### config.mk
export PLATFORM = sky130hd
export DESIGN_NAME = nested_comment_flattener
export DESIGN_NICKNAME = d
export VERILOG_FILES = /design/src/ncf_pkg.sv /design/src/nested_comment_flattener.sv
export SDC_FILE = /design/constraint.sdc
export NUM_CORES = 2
export LEC_CHECK = 0
export CAP_MARGIN = 5
export CORE_MARGIN = 4
export CORE_UTILIZATION = 60
export CTS_CLUSTER_DIAMETER = 40
export DETAILED_ROUTE_END_ITERATION = 16
export DONT_BUFFER_PORTS = 1
export PLACE_DENSITY = 0.74
export SLEW_MARGIN = 10
export SYNTH_ARGS = -nofsm -noshare
export SYNTH_HDL_FRONTEND = slang
export SYNTH_SLANG_ARGS = --single-unit
export TNS_END_PERCENT = 50
### constraint.sdc
create_clock -name i_clk -period 24.6 [get_ports i_clk]
set_clock_uncertainty 0.05 [all_clocks]
set_input_delay 2.46 -clock i_clk [delete_from_list [all_inputs] [get_ports i_clk]]
set_output_delay 2.46 -clock i_clk [all_outputs]
set_load 0.05 [all_outputs]
### src/ncf_pkg.sv
// Package for the nested comment flattener: character codes, result kinds,
// error codes, hold codes and the result record type.
// No dependencies.
package ncf_pkg;

    typedef logic [7:0]  t_char;
    typedef logic [1:0]  t_kind;
    typedef logic [2:0]  t_err;
    typedef logic [1:0]  t_hold;
    typedef logic [15:0] t_pos;

    localparam t_char CH_LBRACE  = 8'h7B;
    localparam t_char CH_RBRACE  = 8'h7D;
    localparam t_char CH_LPAREN  = 8'h28;
    localparam t_char CH_STAR    = 8'h2A;
    localparam t_char CH_RPAREN  = 8'h29;
    localparam t_char CH_DQUOTE  = 8'h22;
    localparam t_char CH_NEWLINE = 8'h0A;

    localparam t_kind OUT_CHAR  = 2'd0;
    localparam t_kind OUT_ERROR = 2'd1;
    localparam t_kind OUT_END   = 2'd2;

    localparam t_err ERR_STRAY_BRACE    = 3'd0;
    localparam t_err ERR_BRACE_MISMATCH = 3'd1;
    localparam t_err ERR_STRAY_PAREN    = 3'd2;
    localparam t_err ERR_PAREN_MISMATCH = 3'd3;
    localparam t_err ERR_UNCLOSED       = 3'd4;
    localparam t_err ERR_OVERFLOW       = 3'd5;

    localparam t_hold HOLD_NONE  = 2'd0;
    localparam t_hold HOLD_PAREN = 2'd1;
    localparam t_hold HOLD_STAR  = 2'd2;

    localparam logic KIND_BRACE = 1'b0;
    localparam logic KIND_PAREN = 1'b1;

    localparam logic REG_QUOTE = 1'b0;

    typedef struct packed {
        t_kind kind;
        t_char ch;
        t_err  code;
        t_pos  line;
        t_pos  col;
        logic  last;
    } t_result;

endpackage

### src/nested_comment_flattener.sv
// Top level of the nested comment flattener: state update, opener stack and
// result buffer for Pascal-style comment nesting checks.
// Depends on ncf_pkg.
//
//  channel  | handshake             | payload
//  ---------+-----------------------+---------------------------------------------
//  input    | i_valid / o_stall     | i_text_char, i_end_of_text
//  output   | o_valid / i_stall     | o_out_kind, o_out_char, o_error_code,
//           |                       | o_error_line, o_error_column, o_last
//  config   | psel/penable/pwrite   | paddr, pwdata, prdata, pready
//
// One character per cycle is taken while o_stall is low, and updates state then.
// A request that gives k results (k is 0 to 3) sends them one by one through the
// single result port; the next request enters in the cycle the last one leaves.
// Entries sit in a memory; the top and the one below it are also in registers.
// Reset (synchronous) clears count, column and flags; the stack needs no clearing.
// A stall on the output holds the result; the input then stalls in turn.
module nested_comment_flattener #(
    parameter int STACK_DEPTH   = 32,
    parameter int POSITION_BITS = 16
) (
    input  logic           i_clk,
    input  logic           i_rst_n,
    input  logic           i_valid,
    output logic           o_stall,
    input  ncf_pkg::t_char i_text_char,
    input  logic           i_end_of_text,
    output logic           o_valid,
    input  logic           i_stall,
    output ncf_pkg::t_kind o_out_kind,
    output ncf_pkg::t_char o_out_char,
    output ncf_pkg::t_err  o_error_code,
    output ncf_pkg::t_pos  o_error_line,
    output ncf_pkg::t_pos  o_error_column,
    output logic           o_last,
    input  logic           psel,
    input  logic           penable,
    input  logic           pwrite,
    input  logic [2:0]     paddr,
    input  logic [31:0]    pwdata,
    output logic [31:0]    prdata,
    output logic           pready
);
    import ncf_pkg::*;

    localparam int CNT_W = $clog2(STACK_DEPTH + 1);
    localparam int IDX_W = (STACK_DEPTH > 1) ? $clog2(STACK_DEPTH) : 1;
    localparam int PB    = POSITION_BITS;
    localparam int ENT_W = 1 + 2 * PB;
    localparam logic [CNT_W-1:0] DEPTH_C = CNT_W'(STACK_DEPTH);
    localparam logic [PB-1:0]    POS_MAX = '1;

    logic [CNT_W-1:0] r_count, n_count;
    logic [PB-1:0]    r_line, n_line;
    logic [PB-1:0]    r_col, n_col;
    logic             r_in_str, n_in_str;
    t_hold            r_held, n_held;
    logic             r_err, n_err;
    t_char            r_quote;
    logic [ENT_W-1:0] r_top;
    logic [ENT_W-1:0] r_below;
    logic [ENT_W-1:0] r_mem [STACK_DEPTH];
    t_result          r_buf [3];
    logic [1:0]       r_nbuf;

    logic             w_accept, w_take, w_cfg_wr;
    logic             do_push, do_pop, do_open, do_close, op_kind;
    logic [PB-1:0]    w_col_inc, w_line_inc;
    logic             w_top_kind;
    logic [PB+15:0]   w_rep_line_x, w_rep_col_x, w_top_line_x, w_top_col_x;
    logic             va, vb, vc;
    t_result          res_a, res_b, res_c;
    t_result          n_res [3];
    logic [1:0]       nr;
    logic [CNT_W-1:0] w_cnt_next;
    logic [CNT_W-1:0] w_rd_cnt;
    logic [IDX_W-1:0] w_rd_addr;

    assign w_take   = o_valid && !i_stall;
    assign o_stall  = !((r_nbuf == 2'd0) || ((r_nbuf == 2'd1) && w_take));
    assign w_accept = i_valid && !o_stall;
    assign w_cfg_wr = psel && penable && pwrite && pready;
    assign pready   = 1'b1;
    assign prdata   = (paddr[2] == REG_QUOTE) ? {24'd0, r_quote} : 32'd0;

    assign w_col_inc  = (r_col == POS_MAX) ? r_col : r_col + PB'(1);
    assign w_line_inc = (r_line == POS_MAX) ? r_line : r_line + PB'(1);
    assign w_top_kind = r_top[ENT_W-1];
    assign w_rep_line_x = {16'd0, r_line};
    assign w_rep_col_x  = {16'd0, w_col_inc};
    assign w_top_line_x = {16'd0, r_top[2*PB-1:PB]};
    assign w_top_col_x  = {16'd0, r_top[PB-1:0]};

    always_comb begin
        n_count  = r_count;
        n_line   = r_line;
        n_col    = r_col;
        n_in_str = r_in_str;
        n_held   = r_held;
        n_err    = r_err;
        do_push  = 1'b0;
        do_pop   = 1'b0;
        do_open  = 1'b0;
        do_close = 1'b0;
        op_kind  = KIND_BRACE;
        va = 1'b0;
        vb = 1'b0;
        vc = 1'b0;
        res_a = '0;
        res_b = '0;
        res_c = '0;
        if (i_end_of_text) begin
            if (!r_err) begin
                if (r_held != HOLD_NONE) begin
                    va = 1'b1;
                    res_a.kind = OUT_CHAR;
                    res_a.ch = (r_held == HOLD_PAREN) ? CH_LPAREN : CH_STAR;
                end
                if (r_count != '0) begin
                    vb = 1'b1;
                    res_b.kind = OUT_ERROR;
                    res_b.code = ERR_UNCLOSED;
                    res_b.line = w_top_line_x[15:0];
                    res_b.col  = w_top_col_x[15:0];
                end
            end
            vc = 1'b1;
            res_c.kind = OUT_END;
            n_count  = '0;
            n_line   = PB'(1);
            n_col    = '0;
            n_in_str = 1'b0;
            n_held   = HOLD_NONE;
            n_err    = 1'b0;
        end else if (!r_err) begin
            n_held = HOLD_NONE;
            if (r_held == HOLD_PAREN && i_text_char == CH_STAR) begin
                n_col   = w_col_inc;
                do_open = 1'b1;
                op_kind = KIND_PAREN;
            end else if (r_held == HOLD_STAR && i_text_char == CH_RPAREN) begin
                n_col    = w_col_inc;
                do_close = 1'b1;
                op_kind  = KIND_PAREN;
            end else begin
                if (r_held != HOLD_NONE) begin
                    va = 1'b1;
                    res_a.kind = OUT_CHAR;
                    res_a.ch = (r_held == HOLD_PAREN) ? CH_LPAREN : CH_STAR;
                end
                res_b.kind = OUT_CHAR;
                res_b.ch   = i_text_char;
                if (i_text_char == CH_NEWLINE) begin
                    n_line = w_line_inc;
                    n_col  = '0;
                    vb     = 1'b1;
                end else begin
                    n_col = w_col_inc;
                    if (r_in_str) begin
                        if (i_text_char == r_quote) begin
                            n_in_str = 1'b0;
                        end
                        vb = 1'b1;
                    end else if (i_text_char == r_quote) begin
                        n_in_str = 1'b1;
                        vb = 1'b1;
                    end else if (i_text_char == CH_LPAREN) begin
                        n_held = HOLD_PAREN;
                    end else if (i_text_char == CH_STAR) begin
                        n_held = HOLD_STAR;
                    end else if (i_text_char == CH_LBRACE) begin
                        do_open = 1'b1;
                    end else if (i_text_char == CH_RBRACE) begin
                        do_close = 1'b1;
                    end else begin
                        vb = 1'b1;
                    end
                end
            end
            if (do_open) begin
                if (r_count >= DEPTH_C) begin
                    vb = 1'b1;
                    res_b.kind = OUT_ERROR;
                    res_b.ch   = '0;
                    res_b.code = ERR_OVERFLOW;
                    res_b.line = w_rep_line_x[15:0];
                    res_b.col  = w_rep_col_x[15:0];
                    n_err = 1'b1;
                end else begin
                    do_push = 1'b1;
                    n_count = r_count + CNT_W'(1);
                    if (r_count == '0) begin
                        vb = 1'b1;
                        res_b.kind = OUT_CHAR;
                        res_b.ch   = CH_LBRACE;
                    end
                end
            end
            if (do_close) begin
                if (r_count == '0 || w_top_kind != op_kind) begin
                    vb = 1'b1;
                    res_b.kind = OUT_ERROR;
                    res_b.ch   = '0;
                    res_b.line = w_rep_line_x[15:0];
                    res_b.col  = w_rep_col_x[15:0];
                    n_err = 1'b1;
                    if (r_count == '0) begin
                        res_b.code = (op_kind == KIND_BRACE) ? ERR_STRAY_BRACE
                                                             : ERR_STRAY_PAREN;
                    end else begin
                        res_b.code = (op_kind == KIND_BRACE) ? ERR_BRACE_MISMATCH
                                                             : ERR_PAREN_MISMATCH;
                    end
                end else begin
                    do_pop  = 1'b1;
                    n_count = r_count - CNT_W'(1);
                    if (r_count == CNT_W'(1)) begin
                        vb = 1'b1;
                        res_b.kind = OUT_CHAR;
                        res_b.ch   = CH_RBRACE;
                    end
                end
            end
        end
    end

    // pack the candidate results in order and mark the final one
    always_comb begin
        n_res[0] = '0;
        n_res[1] = '0;
        n_res[2] = '0;
        nr = 2'd0;
        if (va) begin
            n_res[nr] = res_a;
            nr = nr + 2'd1;
        end
        if (vb) begin
            n_res[nr] = res_b;
            nr = nr + 2'd1;
        end
        if (vc) begin
            n_res[nr] = res_c;
            nr = nr + 2'd1;
        end
        for (int i = 0; i < 3; i++) begin
            n_res[i].last = (2'(i) == nr - 2'd1);
        end
    end

    always_ff @(posedge i_clk) begin
        if (!i_rst_n) begin
            r_count  <= '0;
            r_line   <= PB'(1);
            r_col    <= '0;
            r_in_str <= 1'b0;
            r_held   <= HOLD_NONE;
            r_err    <= 1'b0;
            r_quote  <= CH_DQUOTE;
            r_nbuf   <= 2'd0;
        end else begin
            if (w_cfg_wr && paddr[2] == REG_QUOTE) begin
                r_quote <= pwdata[7:0];
            end
            if (w_accept) begin
                r_count  <= n_count;
                r_line   <= n_line;
                r_col    <= n_col;
                r_in_str <= n_in_str;
                r_held   <= n_held;
                r_err    <= n_err;
                r_nbuf   <= nr;
            end else if (w_take) begin
                r_nbuf <= r_nbuf - 2'd1;
            end
        end
    end

    always_ff @(posedge i_clk) begin
        if (w_accept) begin
            r_buf[0] <= n_res[0];
            r_buf[1] <= n_res[1];
            r_buf[2] <= n_res[2];
        end else if (w_take) begin
            r_buf[0] <= r_buf[1];
            r_buf[1] <= r_buf[2];
        end
        if (w_accept && do_push) begin
            r_top <= {op_kind, r_line, w_col_inc};
        end else if (w_accept && do_pop) begin
            r_top <= r_below;
        end
    end

    // stack memory: r_below tracks the entry under the top
    assign w_cnt_next = w_accept ? n_count : r_count;
    assign w_rd_cnt   = w_cnt_next - CNT_W'(2);
    assign w_rd_addr  = w_rd_cnt[IDX_W-1:0];

    always_ff @(posedge i_clk) begin
        if (w_accept && do_push) begin
            r_mem[r_count[IDX_W-1:0]] <= {op_kind, r_line, w_col_inc};
        end
        r_below <= r_mem[w_rd_addr];
    end

    assign o_valid        = (r_nbuf != 2'd0);
    assign o_out_kind     = r_buf[0].kind;
    assign o_out_char     = r_buf[0].ch;
    assign o_error_code   = r_buf[0].code;
    assign o_error_line   = r_buf[0].line;
    assign o_error_column = r_buf[0].col;
    assign o_last         = r_buf[0].last;

    a_count_bound: assert property (@(posedge i_clk) disable iff (!i_rst_n)
        r_count <= DEPTH_C)
        else $error("stack count beyond depth");

    a_quiet_after_error: assert property (@(posedge i_clk) disable iff (!i_rst_n)
        w_accept && !i_end_of_text && r_err |=> r_nbuf == 2'd0)
        else $error("result after error");

    a_end_clears: assert property (@(posedge i_clk) disable iff (!i_rst_n)
        w_accept && i_end_of_text |=> r_count == '0 && !r_err && r_held == HOLD_NONE
            && !r_in_str && r_nbuf != 2'd0)
        else $error("end of text did not clear state");

    a_end_is_last: assert property (@(posedge i_clk) disable iff (!i_rst_n)
        o_valid && o_out_kind == OUT_END |-> o_last)
        else $error("end marker not last");

endmodule
Yosys cells after proc, flatten, opt, wreduce, memory -nomap -nowiden
Memories as Yosys holds them, arrays and structs flattened. A register that Yosys moved wholly into a read port is not among the register bits. Cells that the tools add are included.

Add/sub/neg operators: 9. $mul: 0. Divide/modulo/power cells: 0. Magnitude comparators: 5. Equality and inequality tests: 21. Shift-type cells: 0. Multiplexer cells: 158. Bitwise gates (word level): 5. Reductions and logical operators: 28.

Operators with widths (number): bitwise mux 138 bit (2); 2-to-1 mux 138 bit (2); 2-to-1 mux 46 bit (5); 2-to-1 mux 16 bit (12); demux 46 bit (select 2 bit) (2); 2-to-1 mux 35 bit (5); 2-to-1 mux 45 bit (3); 2-to-1 mux 1 bit (85); 2-to-1 mux 6 bit (12); 2-to-1 mux 33 bit (2); 2-to-1 mux 10 bit (5); 2-to-1 mux 2 bit (19); adder 16 x 1 -> 16 bit (second input constant) (2); == test 16 bit (second input constant) (2); 2-to-1 mux 8 bit (4); == test 8 x 6 -> 1 bit (second input constant) (3); == test 8 x 7 -> 1 bit (second input constant) (2); logical AND 1 bit (12); inequality test 2 bit (second input constant) (5); nonzero test 2 bit (5); == test 8 x 4 -> 1 bit (second input constant) (1); == test 8 bit (1); adder 6 x 1 -> 6 bit (second input constant) (1); == test 6 x 1 -> 1 bit (second input constant) (1); other kinds (23) (33).

Register bits after elaboration: 85. Bits in latches: 0. Bits in writable memories: 1194. Memory bits (read-only): 0. Output and inout bits: 81. Word-level logic and storage cells: 237. Memories kept: 2.

Memory list: r_mem (depth 32, width 33, rd ports 1, clocked after memory_dff 1, wr ports 1, line nested_comment_flattener.sv:62) `logic [ENT_W-1:0] r_mem [STACK_DEPTH];`; r_buf (depth 3, width 46, rd ports 3, clocked after memory_dff 0, wr ports 3, line nested_comment_flattener.sv:63) `t_result r_buf [3];`.

Depth between registers and ports, before layout
Depth in word-level cells: 27. Depth in mapped cells: 19. Mapped depth without buffers: 13.

Worst setup path before layout
Ideal clock, no wire load.

Path kind: input to register. From: in i_stall. To: mem r_buf[0][0] (netlist name), enable pin. Data arrival time: 8.902 ns. Required time: 23.881 ns. Setup slack: 14.979 ns. Stages: 1. Buffers on the path: 0. Cell sequence: o21ai_0.

RTL lines: start: declaration (line nested_comment_flattener.sv:29) `input logic i_stall,`; end: declaration (line nested_comment_flattener.sv:63).

Worst setup path in the final report
From: in i_text_char[4]. To: reg r_below[28], read port of r_mem.

Longest elaborated chain between the ends: 18. Elaborated cells between the ends (all ways): 43. Those cells by class: add/sub (1); eq/ne (8); mux (31); reduce/logical (3).

Ends and longest elaborated chain: start: declaration (line nested_comment_flattener.sv:26) `input ncf_pkg::t_char i_text_char,`; == test 8 x 7 -> 1 bit (line nested_comment_flattener.sv:171) `end else if (i_text_char == CH_LBRACE) begin`; 2-to-1 mux 1 bit (line nested_comment_flattener.sv:171); 2-to-1 mux 1 bit (line nested_comment_flattener.sv:169) `end else if (i_text_char == CH_STAR) begin`; 2-to-1 mux 1 bit (line nested_comment_flattener.sv:167) `end else if (i_text_char == CH_LPAREN) begin`; 2-to-1 mux 1 bit (line nested_comment_flattener.sv:164) `end else if (i_text_char == r_quote) begin`; 2-to-1 mux 1 bit (line nested_comment_flattener.sv:159) `if (r_in_str) begin`; 2-to-1 mux 1 bit (line nested_comment_flattener.sv:153) `if (i_text_char == CH_NEWLINE) begin`; 2-to-1 mux 1 bit (line nested_comment_flattener.sv:141) `end else if (r_held == HOLD_STAR && i_text_char == CH_RPAREN) begin`; [2 not listed]; 2-to-1 mux 1 bit (line nested_comment_flattener.sv:112) `if (i_end_of_text) begin`; 2-to-1 mux 6 bit (line nested_comment_flattener.sv:180) `if (do_open) begin`; 2-to-1 mux 6 bit (line nested_comment_flattener.sv:200) `if (r_count == '0 || w_top_kind != op_kind) begin`; 2-to-1 mux 6 bit * (line nested_comment_flattener.sv:199) `if (do_close) begin`; 2-to-1 mux 6 bit * (line nested_comment_flattener.sv:135) `end else if (!r_err) begin`; 2-to-1 mux 6 bit * (line nested_comment_flattener.sv:112); 2-to-1 mux 6 bit *; subtractor 5 x 2 -> 5 bit * (line nested_comment_flattener.sv:296) `assign w_rd_cnt = w_cnt_next - CNT_W'(2);`; end: declaration (line nested_comment_flattener.sv:61) `logic [ENT_W-1:0] r_below;`.

Every way passes the cells marked *; elsewhere a longest branch is shown, timed or not. The select of a mux whose other input is x is not followed. A chain may end at the register's enable or synchronous reset.

==> flow_summary_export.csv <==
group,metric,value,unit
outcome,status,"finished, final reports clean",
sta,setup_tns,0,ps
finish,area_delta_synth_final,11.6,%
placed_design,placed_cells,3679,
yosys,yosys_warnings,0,
sta,max_freq,0.134,GHz
sta,setup_viol,0,
detailed_routing,totalWireLength,114000,um
yosys,synth_xor_area_share,0.674,%
global_route,grt_util_all_layers,25.8,%
floorplanning,ioPinCount,132,
yosys,synth_edf_count,1183,
clock_network,cts_resized,0,
yosys,yosysSeqAreaShare,73.4,%
yosys,avgSynthCellArea,19.2,um^2
critical_path,crit_path_frequent_cell,"buf_4",
global_route,grt_pass1_wl,169000,um
critical_path,worst-setup-path-type,"in -> reg",
yosys,synth-simple-area-share,3.71,%
finish,mostFrequentLayoutCell,"edfxtp_1",
yosys,ys.flop_type,"edfxtp_1",
pwr,power,4.60,mW
floorplanning,dieArea,0.0892,mm^2
global_route,overflow,0,
sta,rsz0062_at_grt,"false",
yosys,syn-cell-area,0.0507,mm^2
yosys,async_flop_share,0,%
global_route,antenna_found_initial,0,
finish,mostFrequentLayoutCells,"edfxtp_1, mux4_2, clkbuf_16, nand2_1, nor2_1",
floorplanning,die_h,299,um
detailed_routing,post_drt_wl_per_cell,29.0,um
global_route,grt_max_degree,135,
clock_network,cts_tree,"done",
sta,fin_hold_ws,455,ps
clock_network,cts_buffer_depth,3,
clock_network,cts-hold-fix-buffers,0,
critical_path,slowest_delay,840,ps
floorplanning,start_util,60.6,%
yosys,synth_top_area_share,70.1,%
yosys,synth_largest_area_cell,"edfxtp_1",
yosys,muxShareOfSynthArea,15.5,%
finish,nets,2750,
detailed_routing,firstDrtPassIters,5,
sta,hold_viol_final,0,
clock_network,cts_buffers,140,
clock_network,h-tree-depth,4,
yosys,synthTopCellsByArea,"edfxtp_1, mux4_2, dfxtp_1, mux2_2, mux2i_1",
yosys,ys_types,84,
critical_path,path_max_fanout,112,
pwr,p_leak,19.6,nW
clock_network,cts-root-buf,"clkbuf_16",
yosys,synth_top_family_by_area,"multiplexers",
hold_path,hp-class,"reg -> reg",
sta,slew_viol_final,0,
floorplanning,num_rows,106,
sta,slew_headroom,18.2,%
yosys,synthCells,2643,
critical_path,required,25110,ps
finish,num-fill-cells,5125,
finish,instances_no_fill,3934,
pwr,power_density,81.2,mW/mm^2
critical_path,arrival,7970,ps
detailed_routing,antenna_left,0,
floorplanning,core,0.0837,mm^2
clock_network,path_clk_slew,60,ps
critical_path,cp_slowest_cell,"buf_4",
yosys,synth_compound_area_share,3.68,%
finish,drive_gt1_share,26.7,%
placed_design,io_buffer_count,0,
clock_network,clock_latency,710,ps
flow_run,maxCapViolations,0,
pwr,ir_drop,58.4,uV
detailed_routing,vias,25500,
floorplanning,die_w,299,um
finish,diodes,0,
critical_path,cp-start-kind,"input port",
critical_path,crit_chain,"nor4b_2 > nand4b_2 > nor2_2 > nor2_1 > a21o_1 > a311oi_4 > buf_12 > buf_4 > buf_4 > mux4_2 > mux2_2 > o22ai_1 > a221oi_1",
clock_network,post_cts_buffers,0,
global_route,grt_pass1_vias,25900,
yosys,ys_seq_elements,1268,
sta,tightest_slew,1230,ps
detailed_routing,drcViolationCount,0,
sta,fin_crit,7450,ps
detailed_routing,first_iter_violations,3256,
yosys,synth_adder_area_share,0.296,%
detailed_routing,vias_per_cell,6.49,
placed_design,place_congestion,0.868,
clock_network,cts.sinks,1268,
sta,finalCritPeriodShare,30.3,%
placed_design,dp_hpwl,60800,um
critical_path,endpoint_kind,"flop",
-- worst max-delay path, delay by kind of cell --
family	cells	cell delay, ps
mux	2	910
buf+inv	3	2310
simple gates	4	1180
compound gates	4	990
-- state kept, by name (all words and copies together), names as in the netlist, 2 cells and up --
name     cells
r_below     33
r_buf       94
r_col       16
r_count      6
r_held       2
r_line      16
r_mem     1056
r_nbuf       2
r_quote      8
r_top       33
-- worst paths after layout --
kind | start | end | slack [ps] | cells after the start
worst max-delay path | i_text_char[4] | r_below[28] | 17150 | 13
worst min-delay path | r_below[10] | r_top[10] | 450 | 2
worst max register to register | r_count[0] | r_below[28] | 18290 | 15
worst min register to register | r_below[10] | r_top[10] | 450 | 2
-- synthesized netlist by cell type (4+ instances only) --
master	count
xnor2_1	25
and3_1	4
dfxtp_1	85
buf_4	72
o22ai_1	36
a22oi_1	16
nand3_1	19
nand2_1	145
a21oi_1	31
nor3_1	17
buf_2	18
a21boi_0	10
o21ai_0	37
a221oi_2	23
clkbuf_1	80
xor2_1	14
buf_12	6
mux4_2	264
mux2_2	84
nor2b_1	31
ha_1	12
nand4_1	11
nand2b_1	7
mux2i_1	93
buf_8	5
o21ai_1	36
buf_6	15
a221oi_1	9
o211ai_1	7
or3_1	5
edfxtp_1	1183
and2_1	8
nor2_1	134
inv_1	26
-- final cells by class --
class	instances	area [um^2]	area share, %
inverter	27	101	0.179
tap	1134	1420	2.51
timing repair buffer	76	608	1.07
multi-input combinational	1174	12600	22.3
sequential	1268	37200	65.8
clock buffer	170	3830	6.76
clock inverter	85	803	1.42
-- routing by layer --
metal / track usage, % / wire [um] / up-vias / share of wire (%)
met1: 36.0 / 44400 / 13200 / 39
met3: 5.14 / 10200 / 198 / 9.0
met2: 41.8 / 56200 / 1415 / 49
met4: 8.50 / 3310 / 0 / 2.9
met5: 0 / 0 / - / 0
li1: - / - / 10700 / -
-- cell families after synthesis --
logic type	after synthesis
flops	1268
mux	442
simple gates	407
compound gates	248
buf+inv	225
xor+xnor	39
fa+ha+maj	12
other cells	2
-- per-stage QoR --
stage / worst slack, ps / util [%] / instance area (um^2)
after floorplan: 14980 / - / 50800
after global placement: 16450 / 62.1 / 51900
after detailed placement: 16340 / 62.1 / 51900
after CTS: 17080 / 67.6 / 56600
after global routing: 16690 / 67.6 / 56600
final: 17150 / 67.6 / 56600
-- report_power, final --
group	internal, mW	switching (mW)	leakage [nW]	total (mW)
Clock	1.23	0.832	2.27	2.06
Sequential	2.38	0.0714	12.3	2.45
Combinational	0.0176	0.0651	4.98	0.0827
(Power assumes the default switching activity.)
